===== config.mk =====
export PLATFORM = sky130hd
export DESIGN_NAME = motor_speed_pid_duty_core
export DESIGN_NICKNAME = d
export VERILOG_FILES = /design/src/hdl/mspd_pkg.sv /design/src/hdl/motor_speed_pid_duty_core.sv /design/src/hdl/mspd_div.sv
export SDC_FILE = /design/constraint.sdc
export NUM_CORES = 2
export LEC_CHECK = 0
export BUFFER_PORTS_ARGS = -buffer_cell sky130_fd_sc_hd__buf_2
export CAP_MARGIN = 20
export CELL_PAD_IN_SITES_DETAIL_PLACEMENT = 1
export CELL_PAD_IN_SITES_GLOBAL_PLACEMENT = 2
export CORE_UTILIZATION = 30
export CTS_BUF_LIST = sky130_fd_sc_hd__clkbuf_16
export DETAILED_ROUTE_END_ITERATION = 16
export HOLD_SLACK_MARGIN = 0.15
export PLACE_DENSITY = 0.63
export RECOVER_POWER = 25
export SYNTH_ARGS = -nofsm -noshare
export SYNTH_HDL_FRONTEND = slang
export SYNTH_SLANG_ARGS = --single-unit

===== constraint.sdc =====
create_clock -name clk -period 8.6 [get_ports clk]
set_input_delay 1.29 -clock clk [delete_from_list [all_inputs] [get_ports clk]]
set_output_delay 1.29 -clock clk [all_outputs]
set_load 0.05 [all_outputs]

===== src/hdl/mspd_pkg.sv =====
package mspd_pkg;

  // speed numerator and the bits it takes in the divider
  localparam int unsigned SPEED_SCALE = 1000000;
  localparam int unsigned SCALE_BITS  = 24;

  // shared divider: dividend/quotient shift register, two quotient bits per cycle
  localparam int unsigned DQ_BITS    = 72;
  localparam int unsigned STEP_BITS  = 6;
  localparam int unsigned SPD_STEPS  = SCALE_BITS / 2;
  localparam int unsigned DRV_STEPS  = DQ_BITS / 2;
  localparam int unsigned PWM_BITS   = 24;
  localparam int unsigned PWM_STEPS  = PWM_BITS / 2;
  localparam int unsigned PCT_DIV    = 100;

  // fixed point
  localparam int unsigned ACC_W      = 61;
  localparam int unsigned FRAC_BITS  = 40;
  localparam int unsigned DRV_CAP_BIT = 58;

  localparam logic [14:0] SPEED_MAX  = 15'h7FFF;
  localparam logic signed [18:0] INTEG_MAX = 19'sd65535;
  localparam logic [6:0]  DUTY_INIT  = 7'd30;

  // configuration register indexes
  typedef enum logic [2:0] {
    REG_SETPOINT     = 3'd0,
    REG_PROP_GAIN    = 3'd1,
    REG_INTEG_GAIN   = 3'd2,
    REG_DERIV_GAIN   = 3'd3,
    REG_DUTY_FLOOR   = 3'd4,
    REG_DUTY_CEILING = 3'd5,
    REG_WINDUP_LIMIT = 3'd6,
    REG_PWM_PERIOD   = 3'd7
  } cfg_reg_t;

  // sequencer states
  typedef enum logic [3:0] {
    ST_IDLE,
    ST_SPD_DIV,
    ST_ERR,
    ST_MP,
    ST_MI1,
    ST_MI2,
    ST_MI3,
    ST_MD,
    ST_DSTART,
    ST_DDIV,
    ST_DUTY,
    ST_PM,
    ST_PSTART,
    ST_PDIV,
    ST_DONE
  } state_t;

  // divider control from the sequencer
  typedef struct packed {
    logic                 start;
    logic [STEP_BITS-1:0] steps;
  } div_ctl_t;

endpackage


===== src/hdl/motor_speed_pid_duty_core.sv =====
// one capture passes from its transfer to out_valid through the shared two-bit-per-cycle
// divider: 12 steps for speed (skipped when the period is zero), 36 for the derivative
// term and 12 for the pwm compare, and through the shared 25x18 multiplier.
// a timer-wrapped capture is dropped; in_ready returns once the result is
// handed to the output register. synchronous active-low reset loads the default gains
// and limits, duty 30, errors and integrator zero, and empties the output register.
module motor_speed_pid_duty_core (
  input  logic               clk,
  input  logic               rst_n,
  input  logic               in_valid,
  output logic               in_ready,
  input  logic [15:0]        in_period_count,
  input  logic               in_timer_wrapped,
  output logic               out_valid,
  input  logic               out_ready,
  output logic [6:0]         out_duty_percent,
  output logic [15:0]        out_pwm_compare,
  output logic signed [15:0] out_speed_error,
  output logic [14:0]        out_measured_speed,
  output logic               out_zero_period,
  input  logic               cfg_we,
  input  logic [2:0]         cfg_index,
  input  logic [23:0]        cfg_data
);

  localparam int unsigned DQW  = mspd_pkg::DQ_BITS;
  localparam int unsigned AW   = mspd_pkg::ACC_W;
  localparam int unsigned FB   = mspd_pkg::FRAC_BITS;
  localparam int unsigned CAPB = mspd_pkg::DRV_CAP_BIT;

  // configuration
  logic [14:0] setpoint_r;
  logic [23:0] prop_gain_r, integ_gain_r, deriv_gain_r;
  logic [6:0]  duty_floor_r, duty_ceiling_r;
  logic [14:0] windup_limit_r;
  logic [15:0] pwm_period_r;

  // sequencer and loop state
  mspd_pkg::state_t  state_r, state_nxt;
  logic [15:0]        period_r;
  logic               zero_r;
  logic [14:0]        speed_r;
  logic signed [15:0] err_now_r, err_prev_r;
  logic signed [17:0] integ_r;
  logic [6:0]         duty_r;
  logic signed [AW-1:0] acc_r;
  logic signed [42:0] prod_r;
  logic [23:0]        lo_r;
  logic [15:0]        cmp_r;

  // output register
  logic               out_valid_r;
  logic [6:0]         out_duty_r;
  logic [15:0]        out_cmp_r;
  logic signed [15:0] out_err_r;
  logic [14:0]        out_speed_r;
  logic               out_zero_r;

  // divider hookup
  mspd_pkg::div_ctl_t div_ctl;
  logic [DQW-1:0]     div_dividend;
  logic [15:0]        div_divisor;
  logic               div_done;
  logic [DQW-1:0]     div_quot;

  mspd_div u_div (
    .clk      (clk),
    .rst_n    (rst_n),
    .ctl      (div_ctl),
    .dividend (div_dividend),
    .divisor  (div_divisor),
    .done     (div_done),
    .quotient (div_quot)
  );

  logic in_xfer;
  assign in_ready = (state_r == mspd_pkg::ST_IDLE);
  assign in_xfer  = in_valid && in_ready;

  // new error and integrator with anti-windup
  logic signed [15:0] err_new;
  logic signed [17:0] lim;
  logic               hold;
  logic signed [18:0] integ_sum;
  logic signed [17:0] integ_upd;

  always_comb begin
    err_new   = $signed({1'b0, setpoint_r}) - $signed({1'b0, speed_r});
    lim       = $signed({3'b0, windup_limit_r});
    hold      = ((integ_r <= -lim) && (err_new < 0)) ||
                ((integ_r >= lim) && (err_new > 0));
    integ_sum = $signed({integ_r[17], integ_r}) + $signed({{3{err_new[15]}}, err_new});
    if (integ_sum > mspd_pkg::INTEG_MAX) begin
      integ_upd = 18'(mspd_pkg::INTEG_MAX);
    end else if (integ_sum < -mspd_pkg::INTEG_MAX) begin
      integ_upd = 18'(-mspd_pkg::INTEG_MAX);
    end else begin
      integ_upd = integ_sum[17:0];
    end
  end

  // error difference for the derivative term
  logic signed [16:0] de;
  logic               de_neg;
  logic [15:0]        de_mag;

  always_comb begin
    de     = $signed({err_now_r[15], err_now_r}) - $signed({err_prev_r[15], err_prev_r});
    de_neg = de[16];
    de_mag = de_neg ? 16'(-de) : de[15:0];
  end

  // shared multiplier operand select
  logic signed [24:0] mul_a;
  logic signed [17:0] mul_b;
  logic signed [42:0] mul_p;

  always_comb begin
    mul_a = '0;
    mul_b = '0;
    unique case (state_r)
      mspd_pkg::ST_MP: begin
        mul_a = $signed({1'b0, prop_gain_r});
        mul_b = $signed({{2{err_now_r[15]}}, err_now_r});
      end
      mspd_pkg::ST_MI1: begin
        mul_a = $signed({1'b0, integ_gain_r});
        mul_b = integ_r;
      end
      mspd_pkg::ST_MI2: begin
        mul_a = $signed({9'b0, period_r});
        mul_b = prod_r[41:24];
      end
      mspd_pkg::ST_MI3: begin
        mul_a = $signed({1'b0, lo_r});
        mul_b = $signed({2'b0, period_r});
      end
      mspd_pkg::ST_MD: begin
        mul_a = $signed({1'b0, deriv_gain_r});
        mul_b = $signed({2'b0, de_mag});
      end
      mspd_pkg::ST_PM: begin
        mul_a = $signed({18'b0, duty_r});
        mul_b = $signed({2'b0, pwm_period_r});
      end
      default: begin
      end
    endcase
    mul_p = mul_a * mul_b;
  end

  // derivative magnitude with cap, and accumulator addend
  logic [CAPB:0]         dmag;
  logic signed [AW-1:0]  dterm;
  logic signed [AW-1:0]  acc_add;

  always_comb begin
    dmag  = (|div_quot[DQW-1:CAPB]) ? {1'b1, {CAPB{1'b0}}} : {1'b0, div_quot[CAPB-1:0]};
    dterm = $signed({{(AW-CAPB-1){1'b0}}, dmag});
    if (de_neg) begin
      dterm = -dterm;
    end
    acc_add = '0;
    unique case (state_r)
      mspd_pkg::ST_MI1:  acc_add = AW'(prod_r) <<< 16;
      mspd_pkg::ST_MI3:  acc_add = AW'(prod_r) <<< 24;
      mspd_pkg::ST_MD:   acc_add = AW'(prod_r);
      mspd_pkg::ST_DDIV: acc_add = dterm;
      default:           acc_add = '0;
    endcase
  end

  // truncate toward zero and clamp
  logic signed [AW-FB-1:0] dt_base;
  logic                    dt_fix;
  logic signed [AW-FB:0]   dt;
  logic [6:0]              duty_new;

  always_comb begin
    dt_base = acc_r[AW-1:FB];
    dt_fix  = acc_r[AW-1] && (|acc_r[FB-1:0]);
    dt      = {dt_base[AW-FB-1], dt_base} + {{(AW-FB){1'b0}}, dt_fix};
    priority if (dt < $signed({{(AW-FB-6){1'b0}}, duty_floor_r})) begin
      duty_new = duty_floor_r;
    end else if (dt > $signed({{(AW-FB-6){1'b0}}, duty_ceiling_r})) begin
      duty_new = duty_ceiling_r;
    end else begin
      duty_new = dt[6:0];
    end
  end

  // sequencer next state and divider control
  always_comb begin
    state_nxt     = state_r;
    div_ctl.start = 1'b0;
    div_ctl.steps = '0;
    div_dividend  = '0;
    div_divisor   = '0;
    unique case (state_r)
      mspd_pkg::ST_IDLE: begin
        if (in_xfer && !in_timer_wrapped) begin
          if (in_period_count == '0) begin
            state_nxt = mspd_pkg::ST_ERR;
          end else begin
            div_ctl.start = 1'b1;
            div_ctl.steps = mspd_pkg::STEP_BITS'(mspd_pkg::SPD_STEPS);
            div_dividend  = {mspd_pkg::SCALE_BITS'(mspd_pkg::SPEED_SCALE),
                             {(DQW-mspd_pkg::SCALE_BITS){1'b0}}};
            div_divisor   = in_period_count;
            state_nxt     = mspd_pkg::ST_SPD_DIV;
          end
        end
      end
      mspd_pkg::ST_SPD_DIV: if (div_done) state_nxt = mspd_pkg::ST_ERR;
      mspd_pkg::ST_ERR:     state_nxt = mspd_pkg::ST_MP;
      mspd_pkg::ST_MP:      state_nxt = mspd_pkg::ST_MI1;
      mspd_pkg::ST_MI1:     state_nxt = mspd_pkg::ST_MI2;
      mspd_pkg::ST_MI2:     state_nxt = mspd_pkg::ST_MI3;
      mspd_pkg::ST_MI3:     state_nxt = mspd_pkg::ST_MD;
      mspd_pkg::ST_MD:      state_nxt = mspd_pkg::ST_DSTART;
      mspd_pkg::ST_DSTART: begin
        div_ctl.start = 1'b1;
        div_ctl.steps = mspd_pkg::STEP_BITS'(mspd_pkg::DRV_STEPS);
        div_dividend  = {prod_r[39:0], {(DQW-40){1'b0}}};
        div_divisor   = zero_r ? 16'd1 : period_r;
        state_nxt     = mspd_pkg::ST_DDIV;
      end
      mspd_pkg::ST_DDIV:    if (div_done) state_nxt = mspd_pkg::ST_DUTY;
      mspd_pkg::ST_DUTY:    state_nxt = mspd_pkg::ST_PM;
      mspd_pkg::ST_PM:      state_nxt = mspd_pkg::ST_PSTART;
      mspd_pkg::ST_PSTART: begin
        div_ctl.start = 1'b1;
        div_ctl.steps = mspd_pkg::STEP_BITS'(mspd_pkg::PWM_STEPS);
        div_dividend  = {prod_r[mspd_pkg::PWM_BITS-1:0], {(DQW-mspd_pkg::PWM_BITS){1'b0}}};
        div_divisor   = 16'(mspd_pkg::PCT_DIV);
        state_nxt     = mspd_pkg::ST_PDIV;
      end
      mspd_pkg::ST_PDIV:    if (div_done) state_nxt = mspd_pkg::ST_DONE;
      mspd_pkg::ST_DONE:    if (!out_valid_r || out_ready) state_nxt = mspd_pkg::ST_IDLE;
      default:              state_nxt = mspd_pkg::ST_IDLE;
    endcase
  end

  // state register
  always_ff @(posedge clk) begin
    if (!rst_n) begin
      state_r <= mspd_pkg::ST_IDLE;
    end else begin
      state_r <= state_nxt;
    end
  end

  // configuration writes
  always_ff @(posedge clk) begin
    if (!rst_n) begin
      setpoint_r     <= 15'd334;
      prop_gain_r    <= 24'd503316;
      integ_gain_r   <= 24'd1624300;
      deriv_gain_r   <= 24'd207590;
      duty_floor_r   <= 7'd20;
      duty_ceiling_r <= 7'd100;
      windup_limit_r <= 15'd200;
      pwm_period_r   <= 16'd3000;
    end else if (cfg_we) begin
      unique case (mspd_pkg::cfg_reg_t'(cfg_index))
        mspd_pkg::REG_SETPOINT:     setpoint_r     <= cfg_data[14:0];
        mspd_pkg::REG_PROP_GAIN:    prop_gain_r    <= cfg_data;
        mspd_pkg::REG_INTEG_GAIN:   integ_gain_r   <= cfg_data;
        mspd_pkg::REG_DERIV_GAIN:   deriv_gain_r   <= cfg_data;
        mspd_pkg::REG_DUTY_FLOOR:   duty_floor_r   <= cfg_data[6:0];
        mspd_pkg::REG_DUTY_CEILING: duty_ceiling_r <= cfg_data[6:0];
        mspd_pkg::REG_WINDUP_LIMIT: windup_limit_r <= cfg_data[14:0];
        mspd_pkg::REG_PWM_PERIOD:   pwm_period_r   <= cfg_data[15:0];
        default: begin
        end
      endcase
    end
  end

  // loop state carried between captures
  always_ff @(posedge clk) begin
    if (!rst_n) begin
      duty_r     <= mspd_pkg::DUTY_INIT;
      err_now_r  <= '0;
      err_prev_r <= '0;
      integ_r    <= '0;
    end else begin
      if (state_r == mspd_pkg::ST_ERR) begin
        err_prev_r <= err_now_r;
        err_now_r  <= err_new;
        if ((duty_r != duty_ceiling_r) && (duty_r != duty_floor_r) && !hold) begin
          integ_r <= integ_upd;
        end
      end
      if (state_r == mspd_pkg::ST_DUTY) begin
        duty_r <= duty_new;
      end
    end
  end

  // per-capture datapath
  always_ff @(posedge clk) begin
    unique case (state_r)
      mspd_pkg::ST_IDLE: begin
        if (in_xfer && !in_timer_wrapped) begin
          period_r <= in_period_count;
          zero_r   <= (in_period_count == '0);
          speed_r  <= mspd_pkg::SPEED_MAX;
        end
      end
      mspd_pkg::ST_SPD_DIV: begin
        if (div_done) begin
          speed_r <= (|div_quot[mspd_pkg::SCALE_BITS-1:15]) ? mspd_pkg::SPEED_MAX
                                                           : div_quot[14:0];
        end
      end
      mspd_pkg::ST_MP: begin
        prod_r <= mul_p;
        acc_r  <= $signed({{(AW-FB-7){1'b0}}, duty_r, {FB{1'b0}}});
      end
      mspd_pkg::ST_MI1, mspd_pkg::ST_MI3, mspd_pkg::ST_MD: begin
        prod_r <= mul_p;
        acc_r  <= acc_r + acc_add;
      end
      mspd_pkg::ST_MI2: begin
        lo_r   <= prod_r[23:0];
        prod_r <= mul_p;
      end
      mspd_pkg::ST_DDIV: begin
        if (div_done) begin
          acc_r <= acc_r + acc_add;
        end
      end
      mspd_pkg::ST_PM: begin
        prod_r <= mul_p;
      end
      mspd_pkg::ST_PDIV: begin
        if (div_done) begin
          cmp_r <= (|div_quot[mspd_pkg::PWM_BITS-1:16]) ? 16'hFFFF : div_quot[15:0];
        end
      end
      default: begin
      end
    endcase
  end

  // output register: result waits here while the next capture starts
  always_ff @(posedge clk) begin
    if (!rst_n) begin
      out_valid_r <= 1'b0;
    end else begin
      if (out_valid_r && out_ready) begin
        out_valid_r <= 1'b0;
      end
      if ((state_r == mspd_pkg::ST_DONE) && (!out_valid_r || out_ready)) begin
        out_valid_r <= 1'b1;
      end
    end
  end

  always_ff @(posedge clk) begin
    if ((state_r == mspd_pkg::ST_DONE) && (!out_valid_r || out_ready)) begin
      out_duty_r  <= duty_r;
      out_cmp_r   <= cmp_r;
      out_err_r   <= err_now_r;
      out_speed_r <= speed_r;
      out_zero_r  <= zero_r;
    end
  end

  assign out_valid          = out_valid_r;
  assign out_duty_percent   = out_duty_r;
  assign out_pwm_compare    = out_cmp_r;
  assign out_speed_error    = out_err_r;
  assign out_measured_speed = out_speed_r;
  assign out_zero_period    = out_zero_r;

endmodule


===== src/hdl/mspd_div.sv =====
module mspd_div (
  input  logic                          clk,
  input  logic                          rst_n,
  input  mspd_pkg::div_ctl_t            ctl,
  input  logic [mspd_pkg::DQ_BITS-1:0]  dividend,
  input  logic [15:0]                   divisor,
  output logic                          done,
  output logic [mspd_pkg::DQ_BITS-1:0]  quotient
);

  localparam int unsigned DQW = mspd_pkg::DQ_BITS;

  logic [15:0]          rem_r, rem_nxt;
  logic [DQW-1:0]       dq_r, dq_nxt;
  logic [15:0]          div_r;
  logic [mspd_pkg::STEP_BITS-1:0] cnt_r;
  logic                 busy_r;
  logic                 done_r;

  logic [16:0]          t0, t1;
  logic                 ge0, ge1;
  logic [15:0]          rem_mid;

  // two restoring steps per cycle
  always_comb begin
    t0      = {rem_r, dq_r[DQW-1]};
    ge0     = t0 >= {1'b0, div_r};
    rem_mid = ge0 ? 16'(t0 - {1'b0, div_r}) : t0[15:0];
    t1      = {rem_mid, dq_r[DQW-2]};
    ge1     = t1 >= {1'b0, div_r};
    rem_nxt = ge1 ? 16'(t1 - {1'b0, div_r}) : t1[15:0];
    dq_nxt  = {dq_r[DQW-3:0], ge0, ge1};
  end

  // step counter and done pulse
  always_ff @(posedge clk) begin
    if (!rst_n) begin
      busy_r <= 1'b0;
      done_r <= 1'b0;
      cnt_r  <= '0;
    end else begin
      done_r <= 1'b0;
      if (ctl.start) begin
        busy_r <= 1'b1;
        cnt_r  <= ctl.steps;
      end else if (busy_r) begin
        cnt_r <= cnt_r - 1'b1;
        if (cnt_r == mspd_pkg::STEP_BITS'(1)) begin
          busy_r <= 1'b0;
          done_r <= 1'b1;
        end
      end
    end
  end

  // remainder and dividend/quotient shift register
  always_ff @(posedge clk) begin
    if (ctl.start) begin
      rem_r <= '0;
      dq_r  <= dividend;
      div_r <= divisor;
    end else if (busy_r) begin
      rem_r <= rem_nxt;
      dq_r  <= dq_nxt;
    end
  end

  assign done     = done_r;
  assign quotient = dq_r;

endmodule


==> impl_metrics.json <==
{
  "grt_usage": 0.245,
  "placed_cell_area_um2": 53700,
  "status": "complete, but fails checks",
  "crit_top_cell": "fa_1",
  "synth_cell_types": 98,
  "fillCellCount": 18600,
  "violations": "negative setup slack",
  "routabilityCongestion": 0.880,
  "hold_viol_final": 0,
  "die_area_um2": 163000,
  "cp.arrival_ns": 9.12,
  "synth_commonest_cells": "nand2_1, inv_1, a21oi_1",
  "final_layout_size_suffix_gt1_frac": 0.157,
  "synth_top_area_cell": "edfxtp_1",
  "ys_seq_area_frac": 0.288,
  "antenna_found_initial": 7,
  "drt-total-wl_um": 202000,
  "relSlewSlack": 0.314,
  "hpwl_um": 156000,
  "cpPeakStageDelay_ns": 0.55,
  "drc_errors": 0,
  "cts.sinks": 537,
  "synthTopCellsByArea": "edfxtp_1, fa_1, dfxtp_1",
  "utilization": 0.360,
  "clock-root-buffer": "clkbuf_16",
  "synthToLayoutAreaGrowth_pct": 19.3,
  "grt.overflow.total": 0,
  "die_x_um": 404,
  "num_vias": 43300,
  "die_y_um": 404,
  "synth_top_area_frac": 0.198,
  "synth.avg_cell_area_um2": 8.71,
  "portBuffers": 105,
  "final-setup-viol-count": 10,
  "rsz0062_at_grt": "true",
  "cts_hold_buf": 0,
  "grt_start_max_net_pins": 72,
  "rows": 147,
  "crit_type": "reg2reg",
  "crit_slowest_cell": "fa_1",
  "netlist_area_um2": 48500,
  "cp.required_ns": 8.97,
  "min_period_ns": 8.75,
  "wl_per_cell_um": 24.9,
  "yosys_warnings": 0,
  "place_ws_ns": -0.543,
  "vdd_drop_max_uv": 157,
  "synth_cells": 5570,
  "numCtsBuffers": 68,
  "tightest_slew_ns": 1.01,
  "slew_viol_final": 0,
  "cap_viol_max_count": 0,
  "power_density_nw_per_um2": 195,
  "clk_path_buf_depth": 3,
  "finalCritPeriodShare": 1.02,
  "clock_skew_ns": 0.0371,
  "first_pass_iters": 7,
  "drt_first_iter_violations": 2986,
  "syn-num-nets": 6313,
  "cts_tree": "yes",
  "worstSetupStartpointType": "flop",
  "r2r_slack_ns": -0.15,
  "synth_most_common_cell": "nand2_1",
  "h-tree-depth": 3,
  "io_pins": 106,
  "cts.clk_slew.worst_paths_ns": 0.06,
  "worst_setup_path_end_kind": "flop",
  "grt_first_pass_wirelength_um": 299000,
  "fin_nets": 6636,
  "coreArea_um2": 161000,
  "async_reset_ff_frac": 0,
  "start_util": 0.302,
  "stdcell_area_um2": 57900,
  "whs_ns": 0.419,
  "worst_slack_ns": -0.148,
  "hp-class": "reg2reg",
  "ys_ff_latch": 537,
  "avgViaCountPerCell": 5.34,
  "synth-edff-count": 319,
  "ant_nets": 0,
  "fin_setup_tns_ns": -0.736,
  "critPathMaxFanout": 7,
  "yosys_most_used_dff": "edfxtp_1",
  "p_leak_nw": 24.6,
  "fmax_mhz": 114,
  "clk_latency_ns": 0.66,
  "grt_pass1_vias": 44900
}
==> placed cells by master, fill, tap and decap left out, types with 64 or more instances in the layout <==
cell	count
nand2_1	880
xnor2_1	133
buf_2	104
nand3_1	149
buf_4	334
dfxtp_1	214
xor2_1	68
a21o_1	64
o21ai_0	203
mux2i_1	65
nor2_1	263
and2_1	127
a21oi_1	345
ha_1	309
clkbuf_16	72
edfxtp_1	319
inv_1	611
nor3_1	93
fa_1	337
==> area by class of cell <==
class | instances | area, µm² | share of cell area
Sequential cell | 537 | 13900 | 0.241
Multi-Input combinational cell | 4125 | 32400 | 0.559
Clock buffer | 68 | 1700 | 0.0294
Inverter | 633 | 2380 | 0.0411
Clock inverter | 55 | 504 | 0.00871
Timing Repair Buffer | 528 | 4260 | 0.0736
Antenna cell | 1 | 2.50 | 0.0000432
Tap cell | 2160 | 2700 | 0.0467
==> through the flow <==
stage,instances,power (mW)
2_1_floorplan,5570,6.27
3_3_place_gp,7902,7.83
3_5_place_dp,7904,7.88
4_1_cts,8069,11.2
5_1_grt,8107,11.8
6_report,8107,11.3
==> timing repair <==
item                       in CTS  in global routing
setup buffers                  40                 32
pin swaps                     140                107
setup endpoints to repair      20                 21
gates cloned                    4                  4
gates resized for setup       141                129
==> worst paths after layout <==
check,start,cells after the start,endpoint
worst min-delay path,cmp_r[10],0,out_pwm_compare[10]
worst max-delay path,err_now_r[0],38,prod_r[34]
worst min register to register,cmp_r[10],0,out_pwm_compare[10]
worst max register to register,err_now_r[0],38,prod_r[34]
==> sequential cells by signal, indices dropped and copies added, names as in the netlist, 18 cells and up <==
| name | flops |
|---|---|
| acc_r | 61 |
| deriv_gain_r | 24 |
| integ_gain_r | 24 |
| integ_r | 18 |
| lo_r | 24 |
| prod_r | 43 |
| prop_gain_r | 24 |
| u_div.quotient | 72 |
==> critical path, delay by kind of cell (launching register included) <==
family / cells / cell delay, ns
adder cells (fa/ha/maj): 9 / 3.81
flip-flops: 1 / 0.33
AO/OA/AOI/OAI: 9 / 1.79
AND/OR/NAND/NOR: 6 / 0.93
XOR/XNOR: 3 / 0.41
buffers and inverters: 11 / 1.19
==> where the power goes <==
group	total [mW]	internal [mW]	leakage (nW)	switching, mW
registers	3.46	3.06	4.56	0.397
logic	4.88	2.08	18.9	2.79
clock network	2.94	1.67	1.11	1.27
total	11.3	6.81	24.6	4.46
==> cell families (layout without fill, tap and decap cells) <==
family          after synthesis  after routing  synth area share
flops                       537            537             0.288
simple gates               1938           1939             0.186
compound gates             1188           1188             0.163
fa+ha+maj                   694            694             0.234
xor+xnor                    211            211            0.0381
other cells                   0              1                 0
buf+inv                     910           1284            0.0713
mux                          92             93            0.0198
==> routing by layer <==
layer | vias to the layer above | global-route usage | wire length [µm]
met5 | - | 0 | 0
met4 | 0 | 0.0740 | 6420
met3 | 252 | 0.0218 | 8360
met2 | 955 | 0.412 | 96200
met1 | 22200 | 0.332 | 91100
li1 | 19900 | - | -
Power figures use the tool's default switching activity.
